<file path="src/sv/ple_pkg.sv">
package ple_pkg;

  localparam int unsigned DepthDefault    = 64;
  localparam int unsigned KeyWidthDefault = 32;
  // cells examined per scan cycle for read and find
  localparam int unsigned ScanLanes       = 8;

  localparam logic [2:0] OP_INSERT = 3'd0;
  localparam logic [2:0] OP_REMOVE = 3'd1;
  localparam logic [2:0] OP_READ   = 3'd2;
  localparam logic [2:0] OP_WRITE  = 3'd3;
  localparam logic [2:0] OP_FIND   = 3'd4;

  localparam logic [1:0] ST_OK     = 2'd0;
  localparam logic [1:0] ST_FULL   = 2'd1;
  localparam logic [1:0] ST_BADPOS = 2'd2;
  localparam logic [1:0] ST_NOKEY  = 2'd3;

  typedef struct packed {
    logic [2:0]  opcode;
    logic [6:0]  position;
    logic [31:0] entry_key;
    logic [31:0] entry_payload;
  } in_item_t;

  typedef struct packed {
    logic [31:0] out_key;
    logic [31:0] out_payload;
    logic [6:0]  found_position;
    logic [6:0]  entry_count;
    logic [1:0]  status;
  } out_item_t;

  typedef struct packed {
    logic [31:0] key;
    logic [31:0] payload;
  } rec_t;

  typedef struct packed {
    logic hit;
    rec_t rec;
  } tap_t;

  typedef enum logic [2:0] {
    CELL_HOLD,
    CELL_INSERT,
    CELL_REMOVE,
    CELL_WRITE,
    CELL_LOAD,
    CELL_SHIFT
  } cell_op_t;

  typedef struct packed {
    cell_op_t op;
    logic     find;
  } cell_ctl_t;

endpackage

</file>
<file path="src/sv/ple_pick.sv">
module ple_pick #(
  parameter int unsigned LANES = 8
) (
  input  ple_pkg::tap_t [LANES-1:0]                    lanes,
  output logic                                         hit,
  output logic [((LANES > 1) ? $clog2(LANES) : 1)-1:0] lane,
  output ple_pkg::rec_t                                rec
);
  import ple_pkg::*;

  localparam int unsigned LW = (LANES > 1) ? $clog2(LANES) : 1;

  // lowest lane wins: walk down so the last hit assigned is the lowest
  always_comb begin
    hit  = 1'b0;
    lane = '0;
    rec  = '0;
    for (int k = LANES - 1; k >= 0; k--) begin
      if (lanes[k].hit) begin
        hit  = 1'b1;
        lane = LW'(k);
        rec  = lanes[k].rec;
      end
    end
  end

endmodule

</file>
<file path="config.mk">
export PLATFORM = sky130hd
export DESIGN_NAME = ple_pick
export DESIGN_NICKNAME = d
export VERILOG_FILES = /design/src/sv/ple_pkg.sv /design/src/sv/ple_pick.sv
export SDC_FILE = /design/constraint.sdc
export NUM_CORES = 1
export LEC_CHECK = 0
export BUFFER_PORTS_ARGS = -buffer_cell sky130_fd_sc_hd__buf_4
export CORE_AREA = 2 2 227 229
export DETAILED_ROUTE_END_ITERATION = 10
export DIE_AREA = 0 0 229 231
export RECOVER_POWER = 25
export SYNTH_ARGS = -nofsm -noshare
export SYNTH_HDL_FRONTEND = slang
export SYNTH_SLANG_ARGS = --single-unit
</file>
<file path="constraint.sdc">
create_clock -name vclk -period 3.2
set_input_delay 0.32 -clock vclk [all_inputs]
set_output_delay 0.32 -clock vclk [all_outputs]
set_load 0.02 [all_outputs]
</file>
=== Word level (Yosys, flattened, before mapping) ===
Cells that the tools add are included.
W data, S select, Z words.

* Muxes and demuxes: 24

{| class="wikitable"
|+ Operators by type and width
! kind !! number
|-
| $mux W64 || 8
|-
| $mux W3 || 8
|-
| $mux W1 || 8
|}

* Input port bits: 520
* Word-level logic and storage cells: 24
* Register bits after elaboration: 0

=== Logic depth before layout (Yosys ltp) ===
Gate-level depths: netlist of the first run.

* Depth in word-level cells: 8
* Gate-level depth with buffers: 7
* Gate-level depth less buffers: 4

=== Least setup slack after synthesis of the first run ===
Ideal clock, no wire load.

* Path type: input to output
* Start point: in lanes[64] in the netlist's numbering
* End point: out lane[2] in the netlist's numbering
* Slack: 1159 ps
* Required time: 2880 ps
* Buffers on the path: 3
* Stages: 5
* Arrival: 1721 ps
* Cell sequence: buf_2 -> or2_2 -> buf_6 -> buf_2 -> nor4_1

* Longest elaborated chain between the ends: 1

{| class="wikitable"
|+ RTL lines
! what !! line !! source
|-
| start, declared || ple_pick.sv:4 || <nowiki>input ple_pkg::tap_t [LANES-1:0] lanes,</nowiki>
|-
| $mux W3 || ple_pick.sv:19 || <nowiki>if (lanes[k].hit) begin</nowiki>
|-
| end, declared || ple_pick.sv:6 || <nowiki>output logic [((LANES > 1) ? $clog2(LANES) : 1)-1:0] lane,</nowiki>
|}

Every way passes these cells.

==> run_results.csv, run 1 <==
group,metric,value,unit
power_and_ir_drop,p_comb_share,100.0,%
routing,initialDrtViolationCount,562,
placement,place_ws,0.612,ns
die,dieHeight,231,um
die,start_util,7.41,%
global_routing,grt_usage,13.4,%
worst_hold_path,timing.hold.worst.class,"in -> out",
timing,rsz0062_at_grt,"no",
finish,fin_nets,1589,
power_and_ir_drop,p_leak,3.89,nW
placement,numPortBuffers,588,
clock_tree,cts_resized,0,
run,drv_cap,0,
finish,drive_above_1_share,60.7,%
routing,wl,39000,um
die,core,0.0507,mm^2
timing,final.setup.tns,0,ns
setup_path,crit_buf_inv,3,
power_and_ir_drop,p_int,0.000688,W
timing,hold_violations,0,
global_routing,gr-total-overflow,0,
clock_tree,post-cts-setup-buffer-count,0,
global_routing,grt_pass1_vias,7759,
routing,vias,7621,
setup_path,critPathTopFamily,"buffers and inverters",
setup_path,cp-start-kind,"input pin",
finish,final_util,17.7,%
timing,slew_violations,0,
die,die_w,229,um
setup_path,crit_top_cell,"buf_4",
logic_synthesis,syn_area,0.00375,mm^2
setup_path,cp_cell_sequence,"buf_4 > nor2_4 > nand2_1 > clkbuf_1 > o211ai_1 > o21ai_0 > buf_4",
power_and_ir_drop,ir_worst_vdd,0.0514,mV
timing,tightest_slew,1.10,ns
routing,post_drt_via_cell_ratio,4.35,
setup_path,cp_max_fo,19,
timing,max_slew_margin,26.9,%
setup_path,worstPathRequired,2.88,ns
power_and_ir_drop,swShare,48.3,%
placement,routabilityCongestion,0.992,
die,die_area,0.0529,mm^2
global_routing,antenna_found_initial,4,
power_and_ir_drop,sequentialPowerShare,0,%
placement,hpwl,32700,um
global_routing,grt_pass1_wl,53000,um
timing,setup_viol,0,
logic_synthesis,synthCells,530,
timing,finalCritPeriodShare,85.9,%
clock_tree,holdBufCountCts,0,
power_and_ir_drop,power.switching,0.000643,W
routing,ant_nets,0,
finish,areaGrowthSynthToFinish,138,%
logic_synthesis,synthDistinctLibCells,31,
setup_path,max_stage_delay,0.84,ns
die,placementRows,83,
logic_synthesis,synth.net_count,1050,
logic_synthesis,ys_seq_area_share,0,%
finish,seqCellArea,0,um^2
setup_path,slowest_stage,"clkbuf_1",
routing,wl_per_cell,22.3,um
routing,drt-pass1-iter-count,6,
run_status,status,"finished, final reports clean",
timing,setup_ws,0.452,ns
setup_path,cp_data_arrival_time,2.43,ns
die,io_pins,588,
logic_synthesis,synth.avg_cell_area,7.08,um^2
timing,fmax,0.364,GHz
timing,hold_ws,0.989,ns
setup_path,path_class,"in -> out",
power_and_ir_drop,clockPowerShare,0,%
logic_synthesis,yosysWarningCount,0,
timing,fin_crit,2.75,ns
finish,nFlopsAndLatches,0,
power_and_ir_drop,p_per_area,149,mW/mm^2
global_routing,grt_max_degree,53,
routing,drc,0,
setup_path,endpoint_kind,"output pin",
finish,clock_buffers,0,
[path summary, 6_finish.rpt]
path / from / endpoint / depth (start not counted)
min: lanes[81] / rec[16] / 4
max: lanes[259] / rec[10] / 7
[area by class of cell]
cell class / instances / area (um^2)
inverters: 2 / 7.51
multi-input cells: 448 / 3370
diodes: 3 / 7.51
fillers: 5775 / 41700
well taps: 680 / 851
repair buffers: 617 / 4710
[logic make-up after synthesis]
family          Yosys count  share of synthesized area (%)
buf+inv                  82                           11.5
simple gates            102                           15.3
compound gates          346                           73.1
[placed cells by master, fill, tap and decap left out]
cell type / n
nor2_1: 1
inv_2: 1
a221oi_2: 20
a21oi_1: 46
nor2b_1: 21
o21ai_1: 8
o211ai_1: 21
o31ai_1: 1
inv_1: 1
nand2_1: 22
o21bai_1: 1
o22ai_1: 42
nand2b_1: 43
nor4_1: 1
nor3_1: 1
or2_1: 1
a22oi_1: 21
buf_4: 608
nand2_2: 1
o21ai_0: 34
a221o_1: 64
diode_2: 3
buf_12: 7
o2111ai_1: 43
o21ba_2: 1
a221oi_1: 44
nor2b_2: 1
clkbuf_1: 2
nor2_2: 1
nor2_4: 1
or2_2: 1
nand2b_2: 1
nor2b_4: 4
nand3_1: 1
or2_4: 1
[cells in the mapped netlist (21+ instances only)]
master	n	area, um^2
buf_2	34	170
nor2b_1	26	163
o2111ai_1	43	377
a221oi_1	44	385
o22ai_1	42	263
o211ai_1	21	158
clkbuf_1	33	124
nand2_1	23	86.3
o21ai_0	22	110
a21oi_1	46	230
nand2b_1	44	275
a22oi_1	21	158
a221o_1	64	641
[power groups by stage]
stage	combinational (W)	clock (W)	sequential [W]
after global routing	0.00141	0.0000000000836	0
after global placement	0.00133	0	0
final	0.00133	0.000000000126	0
after floorplan	0.000476	0	0
after CTS	0.00134	0	0
after detailed placement	0.00133	0	0
[per-stage QoR]
stage	instances	cell area, um^2	power, W
5_1_grt	1749	8940	0.00141
2_1_floorplan	530	3750	0.000476
3_3_place_gp	1747	8940	0.00133
4_1_cts	1747	8940	0.00134
6_report	1750	8940	0.00133
3_5_place_dp	1747	8940	0.00133
[tightest hold or removal path: cells and delay by family]
family / cells / cell delay [ns]
AO/OA/AOI/OAI: 2 / 0.12
buffers and inverters: 2 / 0.23
[layer usage]
metal  up-vias  global-route usage [%]  part of all wire [%]
met1      3592                    15.7                    38
met4         2                    4.91                   4.2
met2       575                    24.3                    50
met5         -                       0                 0.020
li1       3371                       -                     -
met3        81                    2.42                   8.3
No activity file was read; power rests on OpenSTA's default activity.
==> inputs of run 2 (changes only) <==
Settings changed: PLACE_DENSITY_LB_ADDON from default to 0.3.
==> run 2 against run 1 <==
First-iteration DRC count down 36%. Maximum frequency up 1.5%. Non-clock buffer count down 1. Critical path type unchanged. Largest cell class unchanged. Largest power group unchanged. Highest routed layer unchanged.
==> run_results.csv, run 2 (same netlist as run 1, synthesis figures left out) <==
group,metric,value,unit
run_status,status,"finished, final reports clean",
placement,hpwl,31100,um
setup_path,cp_max_fo,19,
worst_hold_path,hold-path-endpoint,"rec[4]",
finish,seqCellArea,0,um^2
finish,final_cell_mix,"buf_4 (603), a221o_1 (64), a21oi_1 (46), a221oi_1 (44)",
setup_path,slowest_stage,"clkbuf_1",
die,io_pins,588,
timing,tightest_slew,0.959,ns
power_and_ir_drop,p_per_area,146,mW/mm^2
placement,placed_cells,1746,
timing,finalCritPeriodShare,84.6,%
worst_hold_path,hp-start,"lanes[69]",
setup_path,cp_cell_sequence,"buf_4 > or2_2 > clkbuf_1 > a221oi_1 > a21oi_1 > buf_4",
setup_path,endpoint_kind,"output pin",
die,core,0.0507,mm^2
global_routing,antenna_found_initial,3,
timing,fmax,0.369,GHz
timing,max_slew_margin,36.0,%
power_and_ir_drop,p_leak,3.86,nW
die,die_area,0.0529,mm^2
global_routing,met2_usage,24.1,%
placement,place_ws,0.481,ns
global_routing,grt_usage,13.1,%
routing,post_drt_via_cell_ratio,4.19,
timing,setup_ws,0.492,ns
die,placementRows,83,
placement,numPortBuffers,588,
timing,slew_violations,0,
run,drv_cap,0,
routing,drt-pass1-iter-count,5,
setup_path,max_stage_delay,0.76,ns
finish,areaGrowthSynthToFinish,137,%
finish,n_fill_cell,5853,
global_routing,grt_pass1_wl,51800,um
clock_tree,holdBufCountCts,0,
global_routing,grt.busiest_layer,"met2",
routing,drc,0,
setup_path,crit_top_cell,"buf_4",
finish,nFlopsAndLatches,0,
setup_path,worstPathRequired,2.88,ns
placement,routabilityCongestion,0.952,
timing,final.setup.tns,0,ns
finish,fin_nets,1588,
timing,hold_violations,0,
global_routing,grt_max_degree,46,
routing,initialDrtViolationCount,359,
finish,clock_buffers,0,
clock_tree,cts_resized,0,
global_routing,grt_pass1_vias,7773,
setup_path,cp_data_arrival_time,2.39,ns
routing,ant_nets,0,
timing,setup_viol,0,
power_and_ir_drop,ir_worst_vdd,0.0472,mV
setup_path,path_class,"in -> out",
routing,wl_per_cell,21.4,um
finish,final_common_cell,"buf_4",
clock_tree,post-cts-setup-buffer-count,0,
die,dieHeight,231,um
routing,wl,37500,um
setup_path,cp-start-kind,"input pin",
global_routing,gr-total-overflow,0,
worst_hold_path,timing.hold.worst.class,"in -> out",
worst_hold_path,hold_depth,4,
global_routing,use_met3,2.63,%
die,start_util,7.41,%
global_routing,gr-usage-met1,15.2,%
finish,fin_cells,1747,
timing,rsz0062_at_grt,"no",
die,die_w,229,um
finish,drive_above_1_share,60.4,%
power_and_ir_drop,p_total,0.00130,W
routing,vias,7321,
timing,fin_crit,2.71,ns
-- run 2: cell count changes in the layout (fill, tap and decap cells not counted), sizes merged --
cell,before,now
clkbuf,2,7
diode,3,1
buf,615,609
-- run 2: power by group --
group / total [W] / leakage (nW) / switching (W) / internal, W
sequential: 0 / 0 / 0 / 0
clock: 0.0000000000418 / 0.00000634 / 0 / 0.0000000000418
combinational: 0.00130 / 3.86 / 0.000615 / 0.000680
total: 0.00130 / 3.86 / 0.000615 / 0.000680
-- run 2: worst max-delay path by stage --
| stage | cells past startpoint | end | from | slack, ns |
|---|---|---|---|---|
| 2_1_floorplan | 5 | lane[2] | lanes[64] | 1.16 |
| 5_1_grt | 5 | rec[35] | lanes[259] | 0.31 |
| 3_5_place_dp | 7 | rec[35] | lanes[389] | 0.48 |
| 6_report | 6 | rec[47] | lanes[64] | 0.49 |
| 4_1_cts | 7 | rec[35] | lanes[389] | 0.48 |
| 3_3_place_gp | 7 | rec[35] | lanes[389] | 0.51 |
-- run 2: routing by layer --
layer	wire length (um)	part of all wire, %
met1	14500	39
met2	19000	51
met3	2840	7.6
met4	1090	2.9
met5	23	0.061
-- run 2: stage by stage --
step                instance area (um^2)  hold slack, ns  utilization [%]
floorplan                           3750           0.844                -
global placement                    8920           0.980             17.6
detailed placement                  8920           0.978             17.6
CTS                                 8920           0.980             17.6
global route                        8900            1.00             17.6
finish                              8900           0.970             17.6
-- run 2: critical path, delay by kind of cell --
| family | cells | cell delay [ns] |
|---|---|---|
| buf+inv | 3 | 1.15 |
| compound gates | 2 | 0.39 |
| simple gates | 1 | 0.50 |
-- run 2: final cells by class --
cell class / count / area (um^2) / share of cell area [%]
Tap cell: 680 / 851 / 9.56
Timing Repair Buffer: 616 / 4670 / 52.5
Multi-Input combinational cell: 448 / 3370 / 37.8
Antenna cell: 1 / 2.50 / 0.0281
Inverter: 2 / 7.51 / 0.0843
