**config.mk**
```make
export PLATFORM = sky130hd
export DESIGN_NAME = ple_cell
export DESIGN_NICKNAME = d
export VERILOG_FILES = /design/src/sv/ple_pkg.sv /design/src/sv/ple_cell.sv
export SDC_FILE = /design/constraint.sdc
export NUM_CORES = 1
export LEC_CHECK = 0
export BUFFER_PORTS_ARGS = -buffer_cell sky130_fd_sc_hd__buf_2
export CAP_MARGIN = 5
export CORE_MARGIN = 5
export CORE_UTILIZATION = 30
export CTS_BUF_LIST = sky130_fd_sc_hd__clkbuf_4
export CTS_CLUSTER_SIZE = 20
export DETAILED_ROUTE_END_ITERATION = 10
export GPL_TIMING_DRIVEN = 0
export PLACE_DENSITY_LB_ADDON = 0.08
export REMOVE_ABC_BUFFERS = 1
export SLEW_MARGIN = 10
export SYNTH_ARGS = -nofsm -noshare
export SYNTH_HDL_FRONTEND = slang
export SYNTH_SLANG_ARGS = --single-unit
```
**constraint.sdc**
```tcl
create_clock -name clk -period 6.15 [get_ports clk]
set_input_delay 0.615 -clock clk [delete_from_list [all_inputs] [get_ports clk]]
set_output_delay 0.615 -clock clk [all_outputs]
set_load 0.05 [all_outputs]
```
**src/sv/ple_pkg.sv**
```systemverilog
package ple_pkg;

  localparam int unsigned DepthDefault    = 64;
  localparam int unsigned KeyWidthDefault = 32;
  // cells examined per scan cycle for read and find
  localparam int unsigned ScanLanes       = 8;

  localparam logic [2:0] OP_INSERT = 3'd0;
  localparam logic [2:0] OP_REMOVE = 3'd1;
  localparam logic [2:0] OP_READ   = 3'd2;
  localparam logic [2:0] OP_WRITE  = 3'd3;
  localparam logic [2:0] OP_FIND   = 3'd4;

  localparam logic [1:0] ST_OK     = 2'd0;
  localparam logic [1:0] ST_FULL   = 2'd1;
  localparam logic [1:0] ST_BADPOS = 2'd2;
  localparam logic [1:0] ST_NOKEY  = 2'd3;

  typedef struct packed {
    logic [2:0]  opcode;
    logic [6:0]  position;
    logic [31:0] entry_key;
    logic [31:0] entry_payload;
  } in_item_t;

  typedef struct packed {
    logic [31:0] out_key;
    logic [31:0] out_payload;
    logic [6:0]  found_position;
    logic [6:0]  entry_count;
    logic [1:0]  status;
  } out_item_t;

  typedef struct packed {
    logic [31:0] key;
    logic [31:0] payload;
  } rec_t;

  typedef struct packed {
    logic hit;
    rec_t rec;
  } tap_t;

  typedef enum logic [2:0] {
    CELL_HOLD,
    CELL_INSERT,
    CELL_REMOVE,
    CELL_WRITE,
    CELL_LOAD,
    CELL_SHIFT
  } cell_op_t;

  typedef struct packed {
    cell_op_t op;
    logic     find;
  } cell_ctl_t;

endpackage

```
**src/sv/ple_cell.sv**
```systemverilog
module ple_cell #(
  parameter int unsigned DEPTH = 64,
  parameter int unsigned IDX   = 0
) (
  input  logic                         clk,
  input  ple_pkg::cell_ctl_t           ctl,
  input  logic [$clog2(DEPTH)-1:0]     pos0,
  input  logic [$clog2(DEPTH+1)-1:0]   cnt,
  input  ple_pkg::rec_t                new_rec,
  input  ple_pkg::rec_t                prev_rec,
  input  ple_pkg::rec_t                next_rec,
  input  ple_pkg::tap_t                far_tap,
  output ple_pkg::rec_t                rec,
  output ple_pkg::tap_t                tap
);
  import ple_pkg::*;

  localparam int unsigned IW = $clog2(DEPTH);
  localparam int unsigned CW = $clog2(DEPTH+1);

  rec_t rec_r, rec_nxt;
  tap_t tap_r, tap_nxt;
  logic here, above, in_use;

  assign here   = (IW'(IDX) == pos0);
  assign above  = (IW'(IDX) > pos0);
  assign in_use = (CW'(IDX) < cnt);

  always_comb begin
    rec_nxt = rec_r;
    tap_nxt = tap_r;
    case (ctl.op)
      CELL_INSERT: begin
        if (above) begin
          rec_nxt = prev_rec;
        end else if (here) begin
          rec_nxt = new_rec;
        end
      end
      CELL_REMOVE: begin
        if (here || above) begin
          rec_nxt = next_rec;
        end
      end
      CELL_WRITE: begin
        if (here) begin
          rec_nxt = new_rec;
        end
      end
      CELL_LOAD: begin
        tap_nxt.hit = in_use && (ctl.find ? (rec_r.key == new_rec.key) : here);
        tap_nxt.rec = rec_r;
      end
      CELL_SHIFT: begin
        tap_nxt = far_tap;
      end
      default: begin
      end
    endcase
  end

  always_ff @(posedge clk) begin
    rec_r <= rec_nxt;
    tap_r <= tap_nxt;
  end

  assign rec = rec_r;
  assign tap = tap_r;

endmodule

```
# Word level (Yosys, flattened, before mapping)
# Cells that the tools add are included.
[totals] elab_cells=26 in_bits=275 out_inout_bits=129 ff_bits=129
[op_classes] eq_ne=7 order_cmp=2 mux=6 n_reduce_logical=6
[op_table] operator="$mux 64" n=3
[op_table] operator="$pmux 64 s3" n=1
[op_table] operator="$pmux 65 s2" n=1
[op_table] operator="$eq 32x32->1" n=1
[op_table] operator="$lt 1x7->1 const A" n=1
[op_table] operator="$eq 3x2->1 const B" n=2
[op_table] operator="$eq 3x3->1 const B" n=2
[op_table] operator="$gt 1x6->1 const A" n=1
[op_table] operator="$logic_not 6->1" n=1
[op_table] operator="$eq 3x1->1 const B" n=1
[op_table] operator="$reduce_bool 3->1" n=1
[op_table] operator="$ne 2x2->1 const B" n=1
[op_table] operator="$reduce_and 2->1" n=1
[op_table] operator="$reduce_bool 2->1" n=1
[op_table] operator="$logic_and 1x1->1" n=1
[op_table] operator="$logic_or 1x1->1" n=1
[op_table] operator="$mux 1" n=1

# Depth between registers and ports, before layout
# Gate-level depths: netlist (run 1).
[logic_depth] depth_word=4 ltp_mapped=6 mapped_depth_nobuf=5

# Worst setup path after synthesis (run 1)
# No wires, ideal clock.
[synth_timing] path_kind="in2reg" from="input ctl[2] (netlist bit)" to="register tap_r, in the netlist tap[56] (data pin)" cell_stages=5 arrival_time_ns=4.650 path_slack_ns=1.237 path_buffers=2 required_ns=5.888 setup_ns=0.262 cell_sequence="nor2b_1 -> nand2_1 -> buf_2 -> buf_2 -> mux2_1"
[synth_lines] element="start: declaration" line="ple_cell.sv:6" rtl="input ple_pkg::cell_ctl_t ctl,"
[synth_lines] element="end signal: assignment" line="ple_cell.sv:64" rtl="tap_r <= tap_nxt;"
[synth_lines] element="end: declaration" line="ple_cell.sv:22" rtl="tap_t tap_r, tap_nxt;"

==> flow_metrics.tcl, run 1 <==
set metrics [dict create \
    yosys_warnings 0 \
    clock.fmax_mhz 428 \
    final.fill_count 2060 \
    endpoint_kind "register" \
    ys_seq_elements 129 \
    yosysUniqueCellTypes 22 \
    required_ps 6420 \
    dieWidth_um 156 \
    path_clk_slew_ps 120 \
    setup-tns-final_ps 0 \
    ys_async_sr_fraction 0 \
    clock_latency_ps 520 \
    hold_viol_final 0 \
    cts_tree "built" \
    rsz0062_at_grt "false" \
    synth_ff_type "edfxtp_1" \
    cp-start-kind "primary input" \
    crit_path_top_delay_cell "nor2b_4" \
    nNetsFinal 1092 \
    avgRoutedWirePerCell_um 18.3 \
    syn_to_final_growth_pct 39.1 \
    critPathMaxFanout 39 \
    numCtsBuffers 17 \
    wl_um 20200 \
    synth-seq-area-share 0.606 \
    maxCapViolations 0 \
    fp.dieArea_um2 24300 \
    grt_pass1_wl_um 29900 \
    port_buffers 339 \
    power_density_nw_per_um2 232 \
    place_congestion 0.785 \
    worstMarginPinSlew_ps 845 \
    htree_levels 4 \
    hold_path_class "primary input to register" \
    fin_crit_ps 2340 \
    syn_area_um2 6390 \
    grt_max_degree 40 \
    start_util 0.304 \
    pin_count 404 \
    die_h_um 156 \
    postSynthCellCount 470 \
    max-slew-margin-rel 0.435 \
    cts.repair.resized 0 \
    synth_edf_count 129 \
    post-dp-hpwl_um 15600 \
    core_region_area_um2 21000 \
    routed_via_density 4.55 \
    root_buffer "clkbuf_4" \
    ant_nets 0 \
    leakagePower_uw 0.00403 \
    period_share 0.380 \
    peakVddDrop_mv 0.108 \
    num_vias 5032 \
    status "finished clean" \
    num_rows 53 \
    finClkSkew_ps 18.1 \
    clockBufferDepth 2 \
    finalCoreUtilization 0.423 \
    drcViolationCount 0 \
    crit_type "primary input to register" \
    final-max-slew-violation-count 0 \
    setup_violations 0 \
    drt-pass1-iter-count 4 \
    antenna_found_initial 2 \
    post_route_cells_drive_above_1_share 0.539 \
    clock-sinks 129 \
    grt_pass1_vias 5371 \
    cp.arrival_ps 2610 \
    grt-ovfl-total 0 \
    path_cells "buf_2 > nor2b_4 > nand2_4 > buf_16 > mux2_1" \
    drtIter0Drc 223 \
    grt_use_total 0.159 \
    cts_setup_buffers 0 \
    cpPeakStageDelay_ps 710 \
    synth.avg_cell_area_um2 13.6 \
    cts_hold_buf 0 \
]
==> synth_stat cells (all sizes together), types with 3 or more instances <==
cell / count / share of area
edfxtp: 129 / 0.61
nor4: 3 / 0.0039
clkbuf: 8 / 0.0047
mux2: 64 / 0.11
nand2: 66 / 0.039
o21ai: 65 / 0.051
nand4: 8 / 0.0078
xnor2: 27 / 0.037
nor2: 3 / 0.0018
mux2i: 65 / 0.10
buf: 20 / 0.020
xor2: 5 / 0.0069
==> worst max-delay path, delay by kind of cell <==
kind,cells,cell delay [ps]
simple gates,2,1130
buf+inv,2,460
mux,1,350
==> final cells by class <==
cell class / count / area [um^2] / area share
multi-input cells: 313 / 2390 / 0.269
clock buffers: 18 / 135 / 0.0152
well taps: 275 / 344 / 0.0387
repair buffers: 356 / 1970 / 0.222
flip-flops and latches: 129 / 3870 / 0.436
diodes: 2 / 5.00 / 0.000563
clock inverters: 14 / 165 / 0.0186
==> cell families after synthesis <==
group | share of synthesized area
xor+xnor | 0.0439
compound gates | 0.0519
flops | 0.606
buf+inv | 0.0249
simple gates | 0.0584
mux | 0.215
==> final timing paths <==
kind / from / to / depth (start not counted) / slack, ps
worst min-delay path: next_rec[29] / rec[29] / 3 / 360
worst min register to register: rec[28] / tap[28] / 1 / 620
worst max-delay path: ctl[3] / tap[63] / 5 / 3810
worst max register to register: rec[54] / tap[64] / 5 / 4310
==> routing by layer <==
| layer | GRT usage | wire [um] |
|---|---|---|
| met4 | 0.0542 | 369 |
| met1 | 0.186 | 7860 |
| met2 | 0.270 | 10100 |
| met3 | 0.0605 | 1880 |
| met5 | 0 | 0 |
==> per-stage QoR <==
| stage | cell area, um^2 | hold WS (ps) | cells | setup WS (ps) | power (uW) |
|---|---|---|---|---|---|
| after floorplan | 6230 | 802 | 442 | -2020 | 1310 |
| after global placement | 8270 | 582 | 1056 | -6460 | 1450 |
| after detailed placement | 8580 | 593 | 1073 | 3230 | 1460 |
| after CTS | 8880 | 278 | 1105 | 3860 | 2100 |
| after global routing | 8890 | 286 | 1107 | 3780 | 2160 |
| final | 8890 | 364 | 1107 | 3810 | 2060 |
==> flip-flops by register name, indices dropped and copies added, names as in the netlist <==
| signal | flops |
|---|---|
| rec | 64 |
| tap | 65 |
==> placed cells by master, fill, tap and decap left out <==
| cell type | count |
|---|---|
| nor3b_2 | 1 |
| mux2_1 | 9 |
| nor4_1 | 2 |
| xnor2_1 | 27 |
| nor3_1 | 2 |
| buf_6 | 4 |
| clkinv_2 | 2 |
| o21ai_1 | 51 |
| edfxtp_1 | 129 |
| diode_2 | 2 |
| buf_4 | 6 |
| clkinv_4 | 3 |
| nor2b_4 | 1 |
| nand4_1 | 8 |
| nor2_4 | 1 |
| mux2_2 | 55 |
| clkinv_1 | 2 |
| buf_2 | 339 |
| a31oi_1 | 1 |
| buf_16 | 6 |
| o21ai_0 | 14 |
| nand2_1 | 64 |
| nand2_4 | 2 |
| inv_6 | 1 |
| xor2_1 | 5 |
| or4_1 | 2 |
| nor2_1 | 2 |
| bufinv_16 | 3 |
| nor4_2 | 1 |
| mux2i_1 | 65 |
| clkbuf_4 | 18 |
| clkinvlp_4 | 3 |
| buf_12 | 1 |
==> power breakdown <==
part | leakage, uW | switching, uW | internal (uW)
Clock | 0.000154 | 338 | 285
Sequential | 0.00121 | 24.2 | 1020
Combinational | 0.00267 | 247 | 143
Total | 0.00403 | 609 | 1450
No activity file was read; power rests on OpenSTA's default activity.
==> run 2, diff against run 1 <==
Clock period 6.15 ns to 2.2 ns, I/O delays scaled along.
==> run 2 against run 1 <==
Against the previous run: core utilization up 7.8 points; sequential power rose to 2.8 times the previous value; sequential share of layout area down 6.8 points; clock power rose to 2.8 times the previous value; non-clock buffer count up 164; via count up 13%; highest routed layer unchanged.
==> flow_metrics.tcl, run 2 (synthesized netlist as in run 1, its figures left out) <==
set metrics [dict create \
    cts_tree "built" \
    grt_max_degree 40 \
    drtIter0Drc 214 \
    combPwrFrac 0.222 \
    worstMarginPinSlew_ps 860 \
    required_ps 2480 \
    routed_via_density 4.48 \
    power.switching_uw 1760 \
    clockBufferDepth 2 \
    die_h_um 156 \
    avgRoutedWirePerCell_um 16.8 \
    max-slew-margin-rel 0.425 \
    preCtsSetupSlack_ps -327 \
    post_route_cells_drive_above_1_share 0.450 \
    endpoint_kind "register" \
    final_common_cell "buf_2" \
    cp-start-kind "primary input" \
    crit_type "primary input to register" \
    root_buffer "clkbuf_4" \
    largest_reg_flops 65 \
    critPathMaxFanout 15 \
    period_share 0.957 \
    whs_ps 75.1 \
    clock.fmax_mhz 475 \
    setup_violations 0 \
    worst_slack_ps 94.2 \
    wl_um 21400 \
    antenna_found_initial 2 \
    placedCellCount 1073 \
    path_clk_slew_ps 120 \
    cts.repair.resized 0 \
    numCtsBuffers 17 \
    finalNonFillerCells 1271 \
    grt-ovfl-total 0 \
    place_congestion 0.785 \
    seq_power_share 0.487 \
    dieWidth_um 156 \
    internal-power_uw 4250 \
    power_density_nw_per_um2 570 \
    leakagePower_uw 0.00472 \
    fp.dieArea_um2 24300 \
    htree_levels 4 \
    post-dp-hpwl_um 15600 \
    cts_setup_buffers 0 \
    swShare 0.292 \
    clock_power_share 0.291 \
    drt-pass1-iter-count 4 \
    nNetsFinal 1256 \
    status "finished clean" \
    ant_nets 0 \
    core_region_area_um2 21000 \
    hold_path_class "primary input to register" \
    maxCapViolations 0 \
    clock-sinks 129 \
    cp.arrival_ps 2380 \
    final.fill_count 1912 \
    hold_viol_final 0 \
    num_rows 53 \
    port_buffers 339 \
    fin_crit_ps 2110 \
    pin_count 404 \
    syn_to_final_growth_pct 64.8 \
    grt_use_total 0.169 \
    start_util 0.304 \
    layout_common_cells "buf_2 (339), dlygate4sd3_1 (164), edfxtp_1 (129), mux2i_1 (65), nand2_1 (64)" \
    peakVddDrop_mv 0.293 \
    clock_latency_ps 510 \
    drcViolationCount 0 \
    cts_hold_buf 164 \
    rsz0062_at_grt "false" \
    finClkSkew_ps 18.1 \
    final-max-slew-violation-count 0 \
    num_vias 5699 \
    grt_pass1_wl_um 32300 \
    grt_pass1_vias 6090 \
]
==> run 2: cell types whose count changed in the layout (fill, tap and decap cells not counted), sizes merged <==
cell and delta:
dlygate4sd3 +164
==> run 2: worst max-delay path, stage by stage <==
cell	delay [ps]
buf_2	130
nor3b_2	710
buf_6	260
buf_4	220
buf_4	200
o21ai_1	80
dlygate4sd3_1	550
==> run 2: routing by layer <==
metal / track usage / part of all wire / vias to the layer above / wire [um]
li1: - / - / 2791 / -
met1: 0.190 / 0.39 / 2655 / 8330
met2: 0.304 / 0.51 / 232 / 11000
met3: 0.0569 / 0.083 / 21 / 1790
met4: 0.0504 / 0.013 / 0 / 283
met5: 0 / 0 / - / 0
==> run 2: final cells by class <==
class,count,area [um^2],area share
clock buffer,18,135,0.0128
clock inverter,14,165,0.0157
timing repair buffer,520,3610,0.343
antenna,2,5.00,0.000475
sequential,129,3870,0.368
multi-input combinational,313,2390,0.227
tap,275,344,0.0327
==> run 2: worst paths after layout <==
| path | startpoint | to | slack, ps | cells after the start |
|---|---|---|---|---|
| worst max-delay path | ctl[3] | rec[45] | 90 | 7 |
| worst min-delay path | new_rec[40] | rec[40] | 80 | 3 |
| worst max register to register | rec[54] | tap[64] | 370 | 5 |
| worst min register to register | rec[14] | tap[14] | 620 | 1 |
==> run 2: stage by stage <==
stage	instance area [um^2]	total power (uW)	TNS [ps]	utilization
floorplan	6230	3660	-823510	-
global placement	8270	4060	-1624100	0.393
detailed placement	8580	4080	-15870	0.408
CTS	10500	6100	0	0.501
global route	10500	6290	0	0.501
finish	10500	6000	0	0.501
==> run 2: power by group through the flow <==
| stage | Sequential (uW) | Clock, uW | Combinational [uW] |
|---|---|---|---|
| final | 2920 | 1750 | 1330 |
| after CTS | 2920 | 1830 | 1340 |
| after global routing | 2940 | 1930 | 1420 |
| after floorplan | 3360 | 0 | 301 |
| after detailed placement | 2980 | 0 | 1100 |
| after global placement | 2990 | 0 | 1060 |
